--- src/sv/assert_macros.svh ---
// Assertion macros for the RTL files; the motion magnitude smoother includes them.
`ifndef ASSERT_MACROS_SVH
`define ASSERT_MACROS_SVH

`ifndef SYNTH
// Check a condition at every clock edge outside reset.
`define ASSERT_ALWAYS(lbl, expr, msg) \
    lbl: assert property (@(posedge clk) disable iff (!rst_n) (expr)) else $error(msg);
// Check that a condition implies another in the same cycle.
`define ASSERT_IMPLIES(lbl, ante, cons, msg) \
    lbl: assert property (@(posedge clk) disable iff (!rst_n) (ante) |-> (cons)) else $error(msg);
// Check that a condition implies another in the next cycle.
`define ASSERT_NEXT(lbl, ante, cons, msg) \
    lbl: assert property (@(posedge clk) disable iff (!rst_n) (ante) |=> (cons)) else $error(msg);
`else
`define ASSERT_ALWAYS(lbl, expr, msg)
`define ASSERT_IMPLIES(lbl, ante, cons, msg)
`define ASSERT_NEXT(lbl, ante, cons, msg)
`endif

`endif

--- src/sv/ims_pkg.sv ---
// Types and constants of the IMU motion magnitude smoother.
package ims_pkg;

    localparam int AXIS_W       = 16;
    localparam int MOTION_W     = 17;
    localparam int GAIN_W       = 9;
    localparam int FRAC_W       = 8;
    localparam int SMOOTH_W     = MOTION_W + FRAC_W;
    localparam int ACCEL_SUM_W  = 34;
    localparam int GYRO_SUM_W   = 32;
    localparam int GYRO_RAD_W   = GYRO_SUM_W + FRAC_W;
    localparam int ACCEL_ROOT_W = ACCEL_SUM_W / 2;
    localparam int GYRO_ROOT_W  = GYRO_RAD_W / 2;
    localparam int GYRO_DIV     = 45;

    localparam logic [GAIN_W-1:0]   GAIN_ONE   = 9'd256;
    localparam logic [GAIN_W-1:0]   GAIN_RESET = 9'd72;
    localparam logic [MOTION_W-1:0] MOTION_MAX = '1;
    localparam logic [SMOOTH_W-1:0] SMOOTH_MAX = {MOTION_MAX, {FRAC_W{1'b0}}};

    typedef struct packed {
        logic signed [AXIS_W-1:0] accel_x;
        logic signed [AXIS_W-1:0] accel_y;
        logic signed [AXIS_W-1:0] accel_z;
        logic signed [AXIS_W-1:0] gyro_x;
        logic signed [AXIS_W-1:0] gyro_y;
        logic signed [AXIS_W-1:0] gyro_z;
        logic                     restart;
    } sample_t;

    typedef struct packed {
        logic [MOTION_W-1:0] motion;
        logic                first_sample;
    } result_t;

endpackage

--- src/sv/ims_sumsq.sv ---
// Bit-serial sum of squares of three unsigned magnitudes.
module ims_sumsq #(
    parameter int MAG_W = 16,
    parameter int SUM_W = 34
) (
    input  logic                  clk,
    input  logic                  rst_n,
    input  logic                  start,
    input  logic [2:0][MAG_W-1:0] mags,
    output logic                  busy,
    output logic [SUM_W-1:0]      sum
);

    localparam int PROD_W = 2 * MAG_W;
    localparam int BIT_CW = $clog2(MAG_W);
    localparam logic [BIT_CW-1:0] BIT_LAST = BIT_CW'(MAG_W - 1);
    localparam logic [1:0] AXIS_LAST = 2'd2;

    logic [2:0][MAG_W-1:0] mags_reg;
    logic [PROD_W-1:0]     mcand_reg;
    logic [MAG_W-1:0]      mplier_reg;
    logic [SUM_W-1:0]      acc_reg;
    logic [1:0]            axis_reg;
    logic [BIT_CW-1:0]     bit_reg;
    logic                  busy_reg;

    logic [1:0]       axis_next;
    logic [SUM_W-1:0] acc_next;

    assign axis_next = axis_reg + 2'd1;
    assign acc_next  = mplier_reg[0] ? acc_reg + SUM_W'(mcand_reg) : acc_reg;

    always_ff @(posedge clk or negedge rst_n)
    begin
        if (!rst_n)
        begin
            mags_reg   <= '0;
            mcand_reg  <= '0;
            mplier_reg <= '0;
            acc_reg    <= '0;
            axis_reg   <= '0;
            bit_reg    <= '0;
            busy_reg   <= 1'b0;
        end
        else if (start)
        begin
            mags_reg   <= mags;
            mcand_reg  <= PROD_W'(mags[0]);
            mplier_reg <= mags[0];
            acc_reg    <= '0;
            axis_reg   <= '0;
            bit_reg    <= '0;
            busy_reg   <= 1'b1;
        end
        else if (busy_reg)
        begin
            acc_reg <= acc_next;
            if (bit_reg == BIT_LAST)
            begin
                bit_reg <= '0;
                if (axis_reg == AXIS_LAST)
                begin
                    busy_reg <= 1'b0;
                end
                else
                begin
                    // load the next axis
                    axis_reg   <= axis_next;
                    mcand_reg  <= PROD_W'(mags_reg[axis_next]);
                    mplier_reg <= mags_reg[axis_next];
                end
            end
            else
            begin
                bit_reg    <= bit_reg + BIT_CW'(1);
                mcand_reg  <= mcand_reg << 1;
                mplier_reg <= mplier_reg >> 1;
            end
        end
    end

    assign busy = busy_reg;
    assign sum  = acc_reg;

endmodule

--- src/sv/ims_sqrt.sv ---
// Digit-by-digit integer square root, one root bit per cycle.
module ims_sqrt #(
    parameter int RAD_W = 34
) (
    input  logic                   clk,
    input  logic                   rst_n,
    input  logic                   start,
    input  logic [RAD_W-1:0]       radicand,
    output logic                   busy,
    output logic [RAD_W/2-1:0]     root
);

    localparam int ROOT_W = RAD_W / 2;
    localparam int REM_W  = ROOT_W + 3;
    localparam int CNT_W  = $clog2(ROOT_W);

    logic [RAD_W-1:0]  rad_reg;
    logic [REM_W-1:0]  rem_reg;
    logic [ROOT_W-1:0] root_reg;
    logic [CNT_W-1:0]  cnt_reg;
    logic              busy_reg;

    logic [REM_W-1:0]  rem_sh;
    logic [REM_W-1:0]  trial;
    logic              fits;
    logic [REM_W-1:0]  rem_next;
    logic [ROOT_W-1:0] root_next;

    // bring down the next two radicand bits and try 4*root+1
    assign rem_sh    = {rem_reg[REM_W-3:0], rad_reg[RAD_W-1 -: 2]};
    assign trial     = REM_W'({root_reg, 2'b01});
    assign fits      = rem_sh >= trial;
    assign rem_next  = fits ? rem_sh - trial : rem_sh;
    assign root_next = {root_reg[ROOT_W-2:0], fits};

    always_ff @(posedge clk or negedge rst_n)
    begin
        if (!rst_n)
        begin
            rad_reg  <= '0;
            rem_reg  <= '0;
            root_reg <= '0;
            cnt_reg  <= '0;
            busy_reg <= 1'b0;
        end
        else if (start)
        begin
            rad_reg  <= radicand;
            rem_reg  <= '0;
            root_reg <= '0;
            cnt_reg  <= CNT_W'(ROOT_W - 1);
            busy_reg <= 1'b1;
        end
        else if (busy_reg)
        begin
            rad_reg  <= rad_reg << 2;
            rem_reg  <= rem_next;
            root_reg <= root_next;
            if (cnt_reg == '0)
            begin
                busy_reg <= 1'b0;
            end
            else
            begin
                cnt_reg <= cnt_reg - CNT_W'(1);
            end
        end
    end

    assign busy = busy_reg;
    assign root = root_reg;

endmodule

--- src/sv/ims_cdiv.sv ---
// Restoring division by a constant, one quotient bit per cycle.
module ims_cdiv #(
    parameter int DIVIDEND_W = 20,
    parameter int DIVISOR    = 45
) (
    input  logic                  clk,
    input  logic                  rst_n,
    input  logic                  start,
    input  logic [DIVIDEND_W-1:0] dividend,
    output logic                  busy,
    output logic [DIVIDEND_W-1:0] quotient
);

    localparam int REM_W = $clog2(DIVISOR) + 1;
    localparam int CNT_W = $clog2(DIVIDEND_W);
    localparam logic [REM_W-1:0] DIV_C = REM_W'(DIVISOR);

    logic [DIVIDEND_W-1:0] dq_reg;
    logic [REM_W-1:0]      rem_reg;
    logic [CNT_W-1:0]      cnt_reg;
    logic                  busy_reg;

    logic [REM_W-1:0] part;
    logic             ge;

    // remainder stays below the divisor, so the shifted value fits
    assign part = {rem_reg[REM_W-2:0], dq_reg[DIVIDEND_W-1]};
    assign ge   = part >= DIV_C;

    always_ff @(posedge clk or negedge rst_n)
    begin
        if (!rst_n)
        begin
            dq_reg   <= '0;
            rem_reg  <= '0;
            cnt_reg  <= '0;
            busy_reg <= 1'b0;
        end
        else if (start)
        begin
            dq_reg   <= dividend;
            rem_reg  <= '0;
            cnt_reg  <= CNT_W'(DIVIDEND_W - 1);
            busy_reg <= 1'b1;
        end
        else if (busy_reg)
        begin
            // shift dividend out at the top, quotient in at the bottom
            dq_reg  <= {dq_reg[DIVIDEND_W-2:0], ge};
            rem_reg <= ge ? part - DIV_C : part;
            if (cnt_reg == '0)
            begin
                busy_reg <= 1'b0;
            end
            else
            begin
                cnt_reg <= cnt_reg - CNT_W'(1);
            end
        end
    end

    assign busy     = busy_reg;
    assign quotient = dq_reg;

endmodule

--- src/sv/imu_motion_magnitude_smoother.sv ---
// IMU motion magnitude smoother: one item is one IMU sample and gives one result item.
// The first sample after reset or restart only stores the acceleration vector and answers
// motion 0 with first_sample set. Every later sample gives its result after the bit-serial
// squaring of the three axis magnitudes, the square roots, the bit-serial divide by 45 of
// the gyro length, the bit-serial gain multiply of the smoothing filter and the sequencing
// states. One item is in work at a time; the next item is accepted the cycle after the
// result is loaded into the output register. A result that waits in a stalled output
// register holds the block until it is taken.
module imu_motion_magnitude_smoother (
    input  logic                            clk,
    input  logic                            rst_n,
    input  logic                            smoothing_gain_we,
    input  logic [ims_pkg::GAIN_W-1:0]      smoothing_gain_data,
    input  logic                            sample_valid,
    output logic                            sample_stall,
    input  ims_pkg::sample_t                sample,
    output logic                            result_valid,
    input  logic                            result_stall,
    output ims_pkg::result_t                result
);

`include "assert_macros.svh"

    localparam int DIFF_W = ims_pkg::SMOOTH_W + 1;
    localparam int PROD_W = DIFF_W + ims_pkg::GAIN_W;
    localparam int STEP_W = PROD_W - ims_pkg::FRAC_W;
    localparam int NEW_W  = STEP_W + 1;
    localparam int INST_W = ims_pkg::GYRO_ROOT_W + 1;
    localparam int FCNT_W = $clog2(ims_pkg::GAIN_W);
    localparam logic [PROD_W-1:0] RND_HALF = PROD_W'(1) << (ims_pkg::FRAC_W - 1);

    typedef enum logic [3:0] {
        ST_IDLE,
        ST_SQ_WAIT,
        ST_ROOT,
        ST_ROOT_WAIT,
        ST_DIV,
        ST_DIV_WAIT,
        ST_FILT,
        ST_FILT_RUN,
        ST_UPD,
        ST_OUT
    } state_t;

    state_t                                state_reg;
    logic [ims_pkg::GAIN_W-1:0]            gain_reg;
    logic signed [ims_pkg::AXIS_W-1:0]     prev_x_reg;
    logic signed [ims_pkg::AXIS_W-1:0]     prev_y_reg;
    logic signed [ims_pkg::AXIS_W-1:0]     prev_z_reg;
    logic                                  have_prev_reg;
    logic [ims_pkg::SMOOTH_W-1:0]          smoothed_reg;
    logic                                  first_reg;
    logic signed [PROD_W-1:0]              mcand_reg;
    logic signed [PROD_W-1:0]              acc_reg;
    logic [ims_pkg::GAIN_W-1:0]            gain_sh_reg;
    logic [FCNT_W-1:0]                     filt_cnt_reg;
    logic                                  result_valid_reg;
    ims_pkg::result_t                      result_reg;

    logic                                  accept;
    logic                                  priming;
    logic [2:0][ims_pkg::AXIS_W-1:0]       accel_mags;
    logic [2:0][ims_pkg::AXIS_W-1:0]       gyro_mags;
    logic                                  acc_sq_busy;
    logic                                  gyr_sq_busy;
    logic [ims_pkg::ACCEL_SUM_W-1:0]       acc_sum;
    logic [ims_pkg::GYRO_SUM_W-1:0]        gyr_sum;
    logic                                  acc_rt_busy;
    logic                                  gyr_rt_busy;
    logic [ims_pkg::ACCEL_ROOT_W-1:0]      acc_root;
    logic [ims_pkg::GYRO_ROOT_W-1:0]       gyr_root;
    logic                                  div_busy;
    logic [ims_pkg::GYRO_ROOT_W-1:0]       gyr_q10;
    logic [INST_W-1:0]                     inst_sum;
    logic [ims_pkg::MOTION_W-1:0]          inst;
    logic signed [DIFF_W-1:0]              diff;
    logic [ims_pkg::GAIN_W-1:0]            gain_eff;
    logic signed [PROD_W-1:0]              acc_rnd;
    logic signed [STEP_W-1:0]              step;
    logic signed [NEW_W-1:0]               new_sum;
    logic [ims_pkg::SMOOTH_W-1:0]          smoothed_next;
    logic [ims_pkg::SMOOTH_W:0]            motion_rnd;
    logic [ims_pkg::MOTION_W:0]            motion_full;
    ims_pkg::result_t                      result_next;

    function automatic logic [ims_pkg::AXIS_W-1:0] mag17(input logic signed [ims_pkg::AXIS_W:0] v);
        logic signed [ims_pkg::AXIS_W:0] a;
        a = v[ims_pkg::AXIS_W] ? -v : v;
        return a[ims_pkg::AXIS_W-1:0];
    endfunction

    assign sample_stall = state_reg != ST_IDLE;
    assign accept       = sample_valid && !sample_stall;
    assign priming      = sample.restart || !have_prev_reg;

    assign accel_mags[0] = mag17({sample.accel_x[ims_pkg::AXIS_W-1], sample.accel_x}
                                 - {prev_x_reg[ims_pkg::AXIS_W-1], prev_x_reg});
    assign accel_mags[1] = mag17({sample.accel_y[ims_pkg::AXIS_W-1], sample.accel_y}
                                 - {prev_y_reg[ims_pkg::AXIS_W-1], prev_y_reg});
    assign accel_mags[2] = mag17({sample.accel_z[ims_pkg::AXIS_W-1], sample.accel_z}
                                 - {prev_z_reg[ims_pkg::AXIS_W-1], prev_z_reg});
    assign gyro_mags[0]  = mag17({sample.gyro_x[ims_pkg::AXIS_W-1], sample.gyro_x});
    assign gyro_mags[1]  = mag17({sample.gyro_y[ims_pkg::AXIS_W-1], sample.gyro_y});
    assign gyro_mags[2]  = mag17({sample.gyro_z[ims_pkg::AXIS_W-1], sample.gyro_z});

    ims_sumsq #(
        .MAG_W (ims_pkg::AXIS_W),
        .SUM_W (ims_pkg::ACCEL_SUM_W)
    ) u_acc_sq (
        .clk   (clk),
        .rst_n (rst_n),
        .start (accept && !priming),
        .mags  (accel_mags),
        .busy  (acc_sq_busy),
        .sum   (acc_sum)
    );

    ims_sumsq #(
        .MAG_W (ims_pkg::AXIS_W),
        .SUM_W (ims_pkg::GYRO_SUM_W)
    ) u_gyr_sq (
        .clk   (clk),
        .rst_n (rst_n),
        .start (accept && !priming),
        .mags  (gyro_mags),
        .busy  (gyr_sq_busy),
        .sum   (gyr_sum)
    );

    ims_sqrt #(
        .RAD_W (ims_pkg::ACCEL_SUM_W)
    ) u_acc_rt (
        .clk      (clk),
        .rst_n    (rst_n),
        .start    (state_reg == ST_ROOT),
        .radicand (acc_sum),
        .busy     (acc_rt_busy),
        .root     (acc_root)
    );

    ims_sqrt #(
        .RAD_W (ims_pkg::GYRO_RAD_W)
    ) u_gyr_rt (
        .clk      (clk),
        .rst_n    (rst_n),
        .start    (state_reg == ST_ROOT),
        .radicand ({gyr_sum, {ims_pkg::FRAC_W{1'b0}}}),
        .busy     (gyr_rt_busy),
        .root     (gyr_root)
    );

    ims_cdiv #(
        .DIVIDEND_W (ims_pkg::GYRO_ROOT_W),
        .DIVISOR    (ims_pkg::GYRO_DIV)
    ) u_div (
        .clk      (clk),
        .rst_n    (rst_n),
        .start    (state_reg == ST_DIV),
        .dividend (gyr_root),
        .busy     (div_busy),
        .quotient (gyr_q10)
    );

    // instantaneous motion, saturated before the filter
    assign inst_sum = INST_W'(acc_root) + INST_W'(gyr_q10);
    assign inst     = (inst_sum > INST_W'(ims_pkg::MOTION_MAX)) ? ims_pkg::MOTION_MAX
                                                              : inst_sum[ims_pkg::MOTION_W-1:0];
    assign diff     = $signed({1'b0, inst, {ims_pkg::FRAC_W{1'b0}}})
                      - $signed({1'b0, smoothed_reg});
    assign gain_eff = (gain_reg > ims_pkg::GAIN_ONE) ? ims_pkg::GAIN_ONE : gain_reg;

    // new = old + round((inst - old) * gain / 256)
    assign acc_rnd = acc_reg + $signed(RND_HALF);
    assign step    = acc_rnd[PROD_W-1:ims_pkg::FRAC_W];
    assign new_sum = $signed({1'b0, (NEW_W-1)'(smoothed_reg)}) + $signed({step[STEP_W-1], step});

    always_comb
    begin
        priority if (new_sum[NEW_W-1])
        begin
            smoothed_next = '0;
        end
        else if (new_sum > $signed({1'b0, (NEW_W-1)'(ims_pkg::SMOOTH_MAX)}))
        begin
            smoothed_next = ims_pkg::SMOOTH_MAX;
        end
        else
        begin
            smoothed_next = new_sum[ims_pkg::SMOOTH_W-1:0];
        end
    end

    assign motion_rnd  = {1'b0, smoothed_reg} + (ims_pkg::SMOOTH_W + 1)'(RND_HALF);
    assign motion_full = motion_rnd[ims_pkg::SMOOTH_W:ims_pkg::FRAC_W];

    always_comb
    begin
        result_next.first_sample = first_reg;
        priority if (first_reg)
        begin
            result_next.motion = '0;
        end
        else if (motion_full[ims_pkg::MOTION_W])
        begin
            result_next.motion = ims_pkg::MOTION_MAX;
        end
        else
        begin
            result_next.motion = motion_full[ims_pkg::MOTION_W-1:0];
        end
    end

    always_ff @(posedge clk or negedge rst_n)
    begin
        if (!rst_n)
        begin
            state_reg        <= ST_IDLE;
            gain_reg         <= ims_pkg::GAIN_RESET;
            prev_x_reg       <= '0;
            prev_y_reg       <= '0;
            prev_z_reg       <= '0;
            have_prev_reg    <= 1'b0;
            smoothed_reg     <= '0;
            first_reg        <= 1'b0;
            mcand_reg        <= '0;
            acc_reg          <= '0;
            gain_sh_reg      <= '0;
            filt_cnt_reg     <= '0;
            result_valid_reg <= 1'b0;
            result_reg       <= '0;
        end
        else
        begin
            if (smoothing_gain_we)
            begin
                gain_reg <= smoothing_gain_data;
            end
            // drop the taken item unless a new one loads in the same cycle
            if (result_valid_reg && !result_stall && state_reg != ST_OUT)
            begin
                result_valid_reg <= 1'b0;
            end
            unique case (state_reg)
                ST_IDLE:
                begin
                    if (accept)
                    begin
                        prev_x_reg    <= sample.accel_x;
                        prev_y_reg    <= sample.accel_y;
                        prev_z_reg    <= sample.accel_z;
                        have_prev_reg <= 1'b1;
                        first_reg     <= priming;
                        if (sample.restart)
                        begin
                            smoothed_reg <= '0;
                        end
                        state_reg <= priming ? ST_OUT : ST_SQ_WAIT;
                    end
                end
                ST_SQ_WAIT:
                begin
                    if (!acc_sq_busy && !gyr_sq_busy)
                    begin
                        state_reg <= ST_ROOT;
                    end
                end
                ST_ROOT:
                begin
                    state_reg <= ST_ROOT_WAIT;
                end
                ST_ROOT_WAIT:
                begin
                    if (!acc_rt_busy && !gyr_rt_busy)
                    begin
                        state_reg <= ST_DIV;
                    end
                end
                ST_DIV:
                begin
                    state_reg <= ST_DIV_WAIT;
                end
                ST_DIV_WAIT:
                begin
                    if (!div_busy)
                    begin
                        state_reg <= ST_FILT;
                    end
                end
                ST_FILT:
                begin
                    mcand_reg    <= {{(PROD_W-DIFF_W){diff[DIFF_W-1]}}, diff};
                    acc_reg      <= '0;
                    gain_sh_reg  <= gain_eff;
                    filt_cnt_reg <= FCNT_W'(ims_pkg::GAIN_W - 1);
                    state_reg    <= ST_FILT_RUN;
                end
                ST_FILT_RUN:
                begin
                    // add the shifted difference for each set gain bit
                    if (gain_sh_reg[0])
                    begin
                        acc_reg <= acc_reg + mcand_reg;
                    end
                    mcand_reg   <= mcand_reg <<< 1;
                    gain_sh_reg <= gain_sh_reg >> 1;
                    if (filt_cnt_reg == '0)
                    begin
                        state_reg <= ST_UPD;
                    end
                    else
                    begin
                        filt_cnt_reg <= filt_cnt_reg - FCNT_W'(1);
                    end
                end
                ST_UPD:
                begin
                    smoothed_reg <= smoothed_next;
                    state_reg    <= ST_OUT;
                end
                ST_OUT:
                begin
                    // hold until the output register is free
                    if (!result_valid_reg || !result_stall)
                    begin
                        result_reg       <= result_next;
                        result_valid_reg <= 1'b1;
                        state_reg        <= ST_IDLE;
                    end
                end
                default:
                begin
                    state_reg <= ST_IDLE;
                end
            endcase
        end
    end

    assign result_valid = result_valid_reg;
    assign result       = result_reg;

    `ASSERT_IMPLIES(a_first_zero, result_valid && result.first_sample, result.motion == '0,
                    "priming item with nonzero motion")
    `ASSERT_ALWAYS(a_smooth_max, smoothed_reg <= ims_pkg::SMOOTH_MAX, "filter value above range")
    `ASSERT_NEXT(a_prime_path, accept && priming, state_reg == ST_OUT,
                 "priming item entered the datapath")
    `ASSERT_IMPLIES(a_units_idle, state_reg == ST_ROOT || state_reg == ST_DIV,
                    !acc_sq_busy && !gyr_sq_busy, "square unit busy past its stage")

endmodule
--- config.mk ---
export PLATFORM = sky130hd
export DESIGN_NAME = imu_motion_magnitude_smoother
export DESIGN_NICKNAME = d
export VERILOG_FILES = /design/src/sv/ims_pkg.sv /design/src/sv/ims_sumsq.sv /design/src/sv/ims_sqrt.sv /design/src/sv/ims_cdiv.sv /design/src/sv/imu_motion_magnitude_smoother.sv
export VERILOG_INCLUDE_DIRS = /design/src /design/src/sv
export SDC_FILE = /design/constraint.sdc
export NUM_CORES = 2
export LEC_CHECK = 0
export BUFFER_PORTS_ARGS = -buffer_cell sky130_fd_sc_hd__buf_2
export CAP_MARGIN = 30
export CORE_ASPECT_RATIO = 2
export CORE_UTILIZATION = 40
export DETAILED_ROUTE_END_ITERATION = 6
export PLACE_DENSITY_LB_ADDON = 0.1
export SYNTH_ARGS = -nofsm -noshare
export SYNTH_HDL_FRONTEND = slang
export SYNTH_SLANG_ARGS = --single-unit
--- constraint.sdc ---
create_clock -name clk -period 11.42 [get_ports clk]
set_input_delay 1.142 -clock clk [delete_from_list [all_inputs] [get_ports clk]]
set_output_delay 1.142 -clock clk [all_outputs]
set_load 0.1 [all_outputs]
* Yosys cells after proc, flatten, opt, wreduce, memory -nomap -nowiden
Index checks and enable logic that the tools add are counted.
** Cells by class
- Add/sub/neg operators :: 28
- Multiply operators :: 0
- Divide/modulo/power cells :: 0
- Order comparisons :: 8
- Equal/unequal tests :: 30
- Shift operators :: 0
- Mux-type cells :: 117
- Bitwise logic cells :: 0
- Reduce and logical (&&, ||, !) cells :: 49
** Operators by type and width (count)
- 32-bit 2-to-1 mux :: 11
- 16-bit 2-to-1 mux :: 16
- 34-bit 2-to-1 mux :: 5
- 35-bit one-hot mux with 2 select lines :: 2
- 25-bit 2-to-1 mux :: 4
- 16-bit negator :: 6
- 17-bit 2-to-1 mux :: 5
- 20-bit 2-to-1 mux :: 4
- 40-bit 2-to-1 mux :: 2
- 16-bit binary-select mux with 2-bit select :: 2
- 21-bit 2-to-1 mux :: 3
- 4-bit 2-to-1 mux :: 14
- 18-bit 2-to-1 mux :: 3
- 16-bit by 16-bit subtractor with 17-bit output :: 3
- 25-bit one-hot mux with 2 select lines :: 1
- 5-bit 2-to-1 mux :: 9
- 4-bit one-hot mux with 10 select lines :: 1
- 35-bit adder :: 1
- 35-bit by 9-bit adder with 35-bit output, second input constant :: 1
- 35-bit 2-to-1 mux :: 1
- 34-bit by 32-bit adder with 34-bit output :: 1
- 32-bit adder :: 1
- 26-bit by 27-bit adder with 28-bit output :: 1
- 28-bit by 26-bit > comparator with 1-bit output, second input constant :: 1
- other kinds (42) :: 134
** Storage, ports and cells
- Bits in registers :: 656
- Bits in latches :: 0
- Bits in writable memories :: 0
- Memory bits (read-only) :: 0
- Bits of input ports :: 111
- Output and inout port bits :: 20
- Word-level logic and storage cells :: 279
- Memories kept :: 0

* Longest topological paths before layout
- Depth after elaboration :: 7
- Gate-level depth with buffers :: 25
- Mapped depth without buffers :: 24

* Cells and area by module
Synthesis repeated with hierarchy kept, for this count alone.
** Second synthesis, totals
- Cells, all modules :: 4732
- Area, all modules :: 42843.6 um^2
** Modules (own cells, without submodules)
- imu_motion_magnitude_smoother :: instances 1, cells an instance 2031, area an instance 17033.8 um^2, sequential area each 4757.1 um^2
- ims_sumsq at u_acc_sq :: instances 1, cells an instance 759, area an instance 7365.8 um^2, sequential area each 3428.3 um^2
- ims_sumsq at u_gyr_sq :: instances 1, cells an instance 741, area an instance 7240.7 um^2, sequential area each 3378.2 um^2
- ims_sqrt at u_gyr_rt :: instances 1, cells an instance 558, area an instance 5146.2 um^2, sequential area each 2177.1 um^2
- ims_sqrt at u_acc_rt :: instances 1, cells an instance 482, area an instance 4440.5 um^2, sequential area each 1876.8 um^2
- ims_cdiv :: instances 1, cells an instance 161, area an instance 1616.6 um^2, sequential area each 800.8 um^2

* Worst setup path before layout
Ideal clock, no wire load.
- Kind :: reg2reg
- Start :: register u_acc_rt.root_reg[1], in the netlist u_acc_rt.root[1]
- End :: register mcand_reg[34]
- Library setup time :: 158 ps
- Arrival time :: 5025 ps
- Required time :: 11262 ps
- Path slack :: 6236 ps
- Stages on the path, launching flop included :: 24
- Buffers on the path :: 1
- Period minus slack after synthesis :: 5184 ps
- Cells stage by stage :: dfrtp_1 > ha_1 > a21o_1 > a21oi_1 > o21ai_1 > o311a_1 > o41a_1 > a311o_1 > a41oi_1 > a41oi_1 > nor4_2 > buf_2 > nand2_1 > ha_1 > or2_2 > a21oi_1 > a31oi_1 > a41o_1 > o21a_1 > a31oi_1 > o21bai_1 > a21oi_1 > o21ai_1 > a22oi_1
** On the way
- Longest elaborated chain between the ends :: 5
** Ends and longest elaborated chain
- start: declaration :: RTL line ims_sqrt.sv:19 : logic [ROOT_W-1:0] root_reg;
- start signal: assignment :: RTL line ims_sqrt.sv:58 : root_reg <= root_next;
- 17-bit by 20-bit adder with 21-bit output * :: RTL line imu_motion_magnitude_smoother.sv:165 : assign inst_sum = INST_W'(acc_root) + INST_W'(gyr_q10);
- 21-bit by 17-bit > comparator with 1-bit output :: RTL line imu_motion_magnitude_smoother.sv:166 : assign inst = (inst_sum > INST_W'(ims_pkg::MOTION_MAX)) ? ims_pkg::MOTION_MAX
- 17-bit 2-to-1 mux * :: RTL line imu_motion_magnitude_smoother.sv:166
- 25-bit by 25-bit subtractor with 26-bit output * :: RTL line imu_motion_magnitude_smoother.sv:169 : - $signed({1'b0, smoothed_reg});
- 35-bit one-hot mux with 2 select lines * :: RTL line imu_motion_magnitude_smoother.sv:243 : unique case (state_reg)
- end signal: assignment :: RTL line imu_motion_magnitude_smoother.sv:291 : mcand_reg <= {{(PROD_W-DIFF_W){diff[DIFF_W-1]}}, diff};
- end signal: assignment :: RTL line imu_motion_magnitude_smoother.sv:304 : mcand_reg <= mcand_reg <<< 1;
- end: declaration :: RTL line imu_motion_magnitude_smoother.sv:53 : logic signed [PROD_W-1:0] mcand_reg;
Mark *: on every way between the ends. The rest lies on a longest branch, timed or not.
A chain may end at the register's enable or synchronous reset.

* Worst setup path after layout
Ends and elaborated chain as after synthesis.

==> impl_results.md <==
- Status: finished clean
- Ranking of synthesized cells by area: dfrtp_1 39%, ha_1 8.0%, nand2_1 4.8%
- Mux share of post-synthesis cell area: under 10%
- Post-synthesis sequential area ratio: 38.9%
- Die width: 230 um
- CP Launch Type: flop
- Skew-Pair Late Insertion Delay: 0.67 ns
- Arr. time, crit path: 6.55 ns
- Die H: about 460 um
- Leakage: 21.6 nW
- Final setup TNS: 0 ns
- Yosys warning total: 0
- Final Critical Period: 6.07 ns
- Commonest cells in the netlist: 646 x dfrtp_1, 535 x nand2_1, 423 x nor2_1
- CP max FO: 17
- Reg2reg setup slack: 5.35 ns
- Number of synthesized register bits: around 650
- Post-synth ARST share: 100%
- Max Fclk: 0.165 GHz
- Net switching power: 6.23 mW
- Measured slew at the worst slew-check pin: 1.02 ns
- Post-Synth Adder-Cell Area: around 8.4%
- Crit path from: u_acc_rt.root[1]
- Core area: 103,000 um2
- Share of cells above drive strength 1: 8.70%
- Worst reg2reg startpoint: u_acc_rt.root[1]
- TritonCTS Buffers: 70
- Post-synth top flop: dfrtp_1
- Reg power frac: 28.7%
- Number of max-cap violations: 0
- Clock Root Buffer: clkbuf_16
- Max IR drop VDD: approximately 0.15 mV
- DR iter-0 viols: 1,430
- Reg clk slew, reported paths: 0.06 ns
- Compound-Gate Fraction of Synth Area: 20.2%
- # IOs: 131
- WL final: 120,000 um
- Clock Skew: 0.0212 ns
- P&R area growth vs syn: 11.1%
- Power Dens Cells: 298 nW/um2
- Worst slew margin: 31.4%
- Final GP Congestion: 0.942
- Synth Area in XOR/XNOR: 6.66%
- Syn Area/Cell: 8.89 um2
- WL/cell: between 15 and 20 um
- Cells after Synth: between 4,000 and 5,000
- Dominant cell type by area after synthesis: dfrtp_1
- CTS Buffer Depth: 3
- Post-Syn Area: about 42,000 um2
- CP endpoint kind: flop
- Post-CTS setup buffer count: 0
- Vias: 34,100
- Mean number of vias per cell: 5.54
- Full die area: 106,000 um2
- Starting Density: 40.3%
- Final net count: just over 5,000
- Share of total power in combinational logic: 53.8%
- Pin count of the biggest net entering global routing: 185
- CTS tree: yes
- Worst path required time: 11.90 ns
- Final setup viols: 0
- Internal power: 7.58 mW
- Slew Viols, Final: 0
- Netlist cell types: 83
- Unrepaired setup endpoints after global routing: false
- Grt total ovfl: 0
- Final Hold Fails: 0
- First-pass GRT wire length: 192,000 um
- HP Class: primary input to async pin
- Post-synth EDFFs: 0
- Total Power: 13.8 mW
- Net Count, Synth: 5,078
- Synth Area in Simple Gates: between 10% and 20%
- PostCTS Resize Cnt: 0
- Clock sink total: 648
- Sw Share: 45.1%
- Count leader, synth: dfrtp_1
- Row cnt: between 150 and 200
- Gr usage total: 22.9%
- Antenna violations before repair: 2
- Antenna violation net count after detailed routing: 0
- Vias in the first global route: 35,500
- Critical path start-end classification: flop to flop
- Clk network pwr share: 17.6%
- Tcrit/Tclk final: between 50% and 60%
- Synth top area share: 38.7%
- Post-DP HPWL: 90,600 um
- H-tree depth: 3
- # port buffers: between 100 and 150
- # DRC: 0
- TritonRoute pass-1 iters: 5
- Largest family of logic cells by synthesized area: compound AO/OA/AOI/OAI gates
- # hold bufs at CTS: 0
[metrics by stage]
stage                     std cells  util, %  hold slack (ns)  cell area, um2  setup WS [ns]
after floorplan                4691        -            0.441           41700           6.24
after global placement         6025     42.3            0.457           43800           5.46
after detailed placement       6034     42.5            0.463           43900           5.36
after CTS                      6157     44.8            0.469           46400           5.34
after global routing           6158     44.8            0.490           46400           4.80
final                          6158     44.8            0.449           46400           5.35
[worst max-delay path, stage by stage (launching register included)]
cell      delay (ns)
dfrtp_1         0.41
ha_1            0.30
a21o_1          0.18
a21oi_1         0.22
o21ai_1         0.12
o311a_1         0.33
o41a_1          0.41
a311o_1         0.37
a41oi_1         0.21
a41oi_1         0.07
nor4_2          0.16
buf_4           0.25
o21ai_0         0.12
ha_1            0.35
and2_1          0.14
nand4_1         0.13
a31oi_1         0.39
a41o_1          0.28
o21a_1          0.17
a31oi_1         0.09
o21bai_1        0.20
a21oi_1         0.11
o21ai_1         0.71
a22oi_1         0.16
[routing by layer]
| metal | global-route usage (%) | vias up | wire length [um] |
|---|---|---|---|
| li1 | - | 16800 | - |
| met1 | 21.4 | 16400 | 41300 |
| met2 | 45.9 | 557 | 67400 |
| met3 | 2.65 | 287 | 3080 |
| met4 | 14.4 | 0 | 7790 |
| met5 | 0 | - | 0 |
[final cells by class]
class / count / area [um2]
repair buffers: 184 / 1180
clock buffers: 93 / 2010
flip-flops and latches: 648 / 16200
well taps: 1352 / 1690
fillers: 10300 / 57100
clock inverters: 30 / 412
multi-input cells: 3621 / 24000
inverters: 229 / 860
diodes: 1 / 2.50
[logic make-up after synthesis]
group,count (synthesis)
simple gates,1440
fa+ha+maj,276
xor+xnor,317
compound gates,1331
flops,648
mux,257
buf+inv,422
[cell usage in the layout, fill, tap and decap left out, drive strengths merged, types with 23 or more instances in the layout]
master,n
inv,233
xnor2,195
and2,28
mux2i,196
nor3,64
a211oi,55
ha,268
a21o,118
xor2,122
o31ai,36
clkbuf,93
or2,23
dfrtp,646
nor2,423
a22o,48
nand4,24
nand3,93
o41ai,23
o21ai,394
mux2,61
and3,61
a22oi,24
o21bai,23
buf,184
nor2b,37
nand2,535
a21oi,337
or3,34
o21a,38
nand2b,35
a31oi,41
[power groups by stage]
stage	logic, mW	registers (mW)	clock network [mW]
after floorplan	5.65	3.71	0
after global placement	7.37	3.99	0
after detailed placement	7.46	4.00	0
after CTS	7.50	3.97	2.52
after global routing	8.29	4.07	2.59
final	7.42	3.96	2.43
[path summary, 6_finish.rpt]
kind | cells past startpoint | endpoint
setup / recovery | 23 | mcand_reg[34]
hold / removal | 1 | u_gyr_rt.rem_reg[11]
setup reg to reg | 23 | mcand_reg[34]
hold reg to reg | 2 | result[12]
max in group asynchronous | 3 | prev_x_reg[9]
min in group clk | 2 | result[12]
No activity file was read; power rests on OpenSTA's default activity.
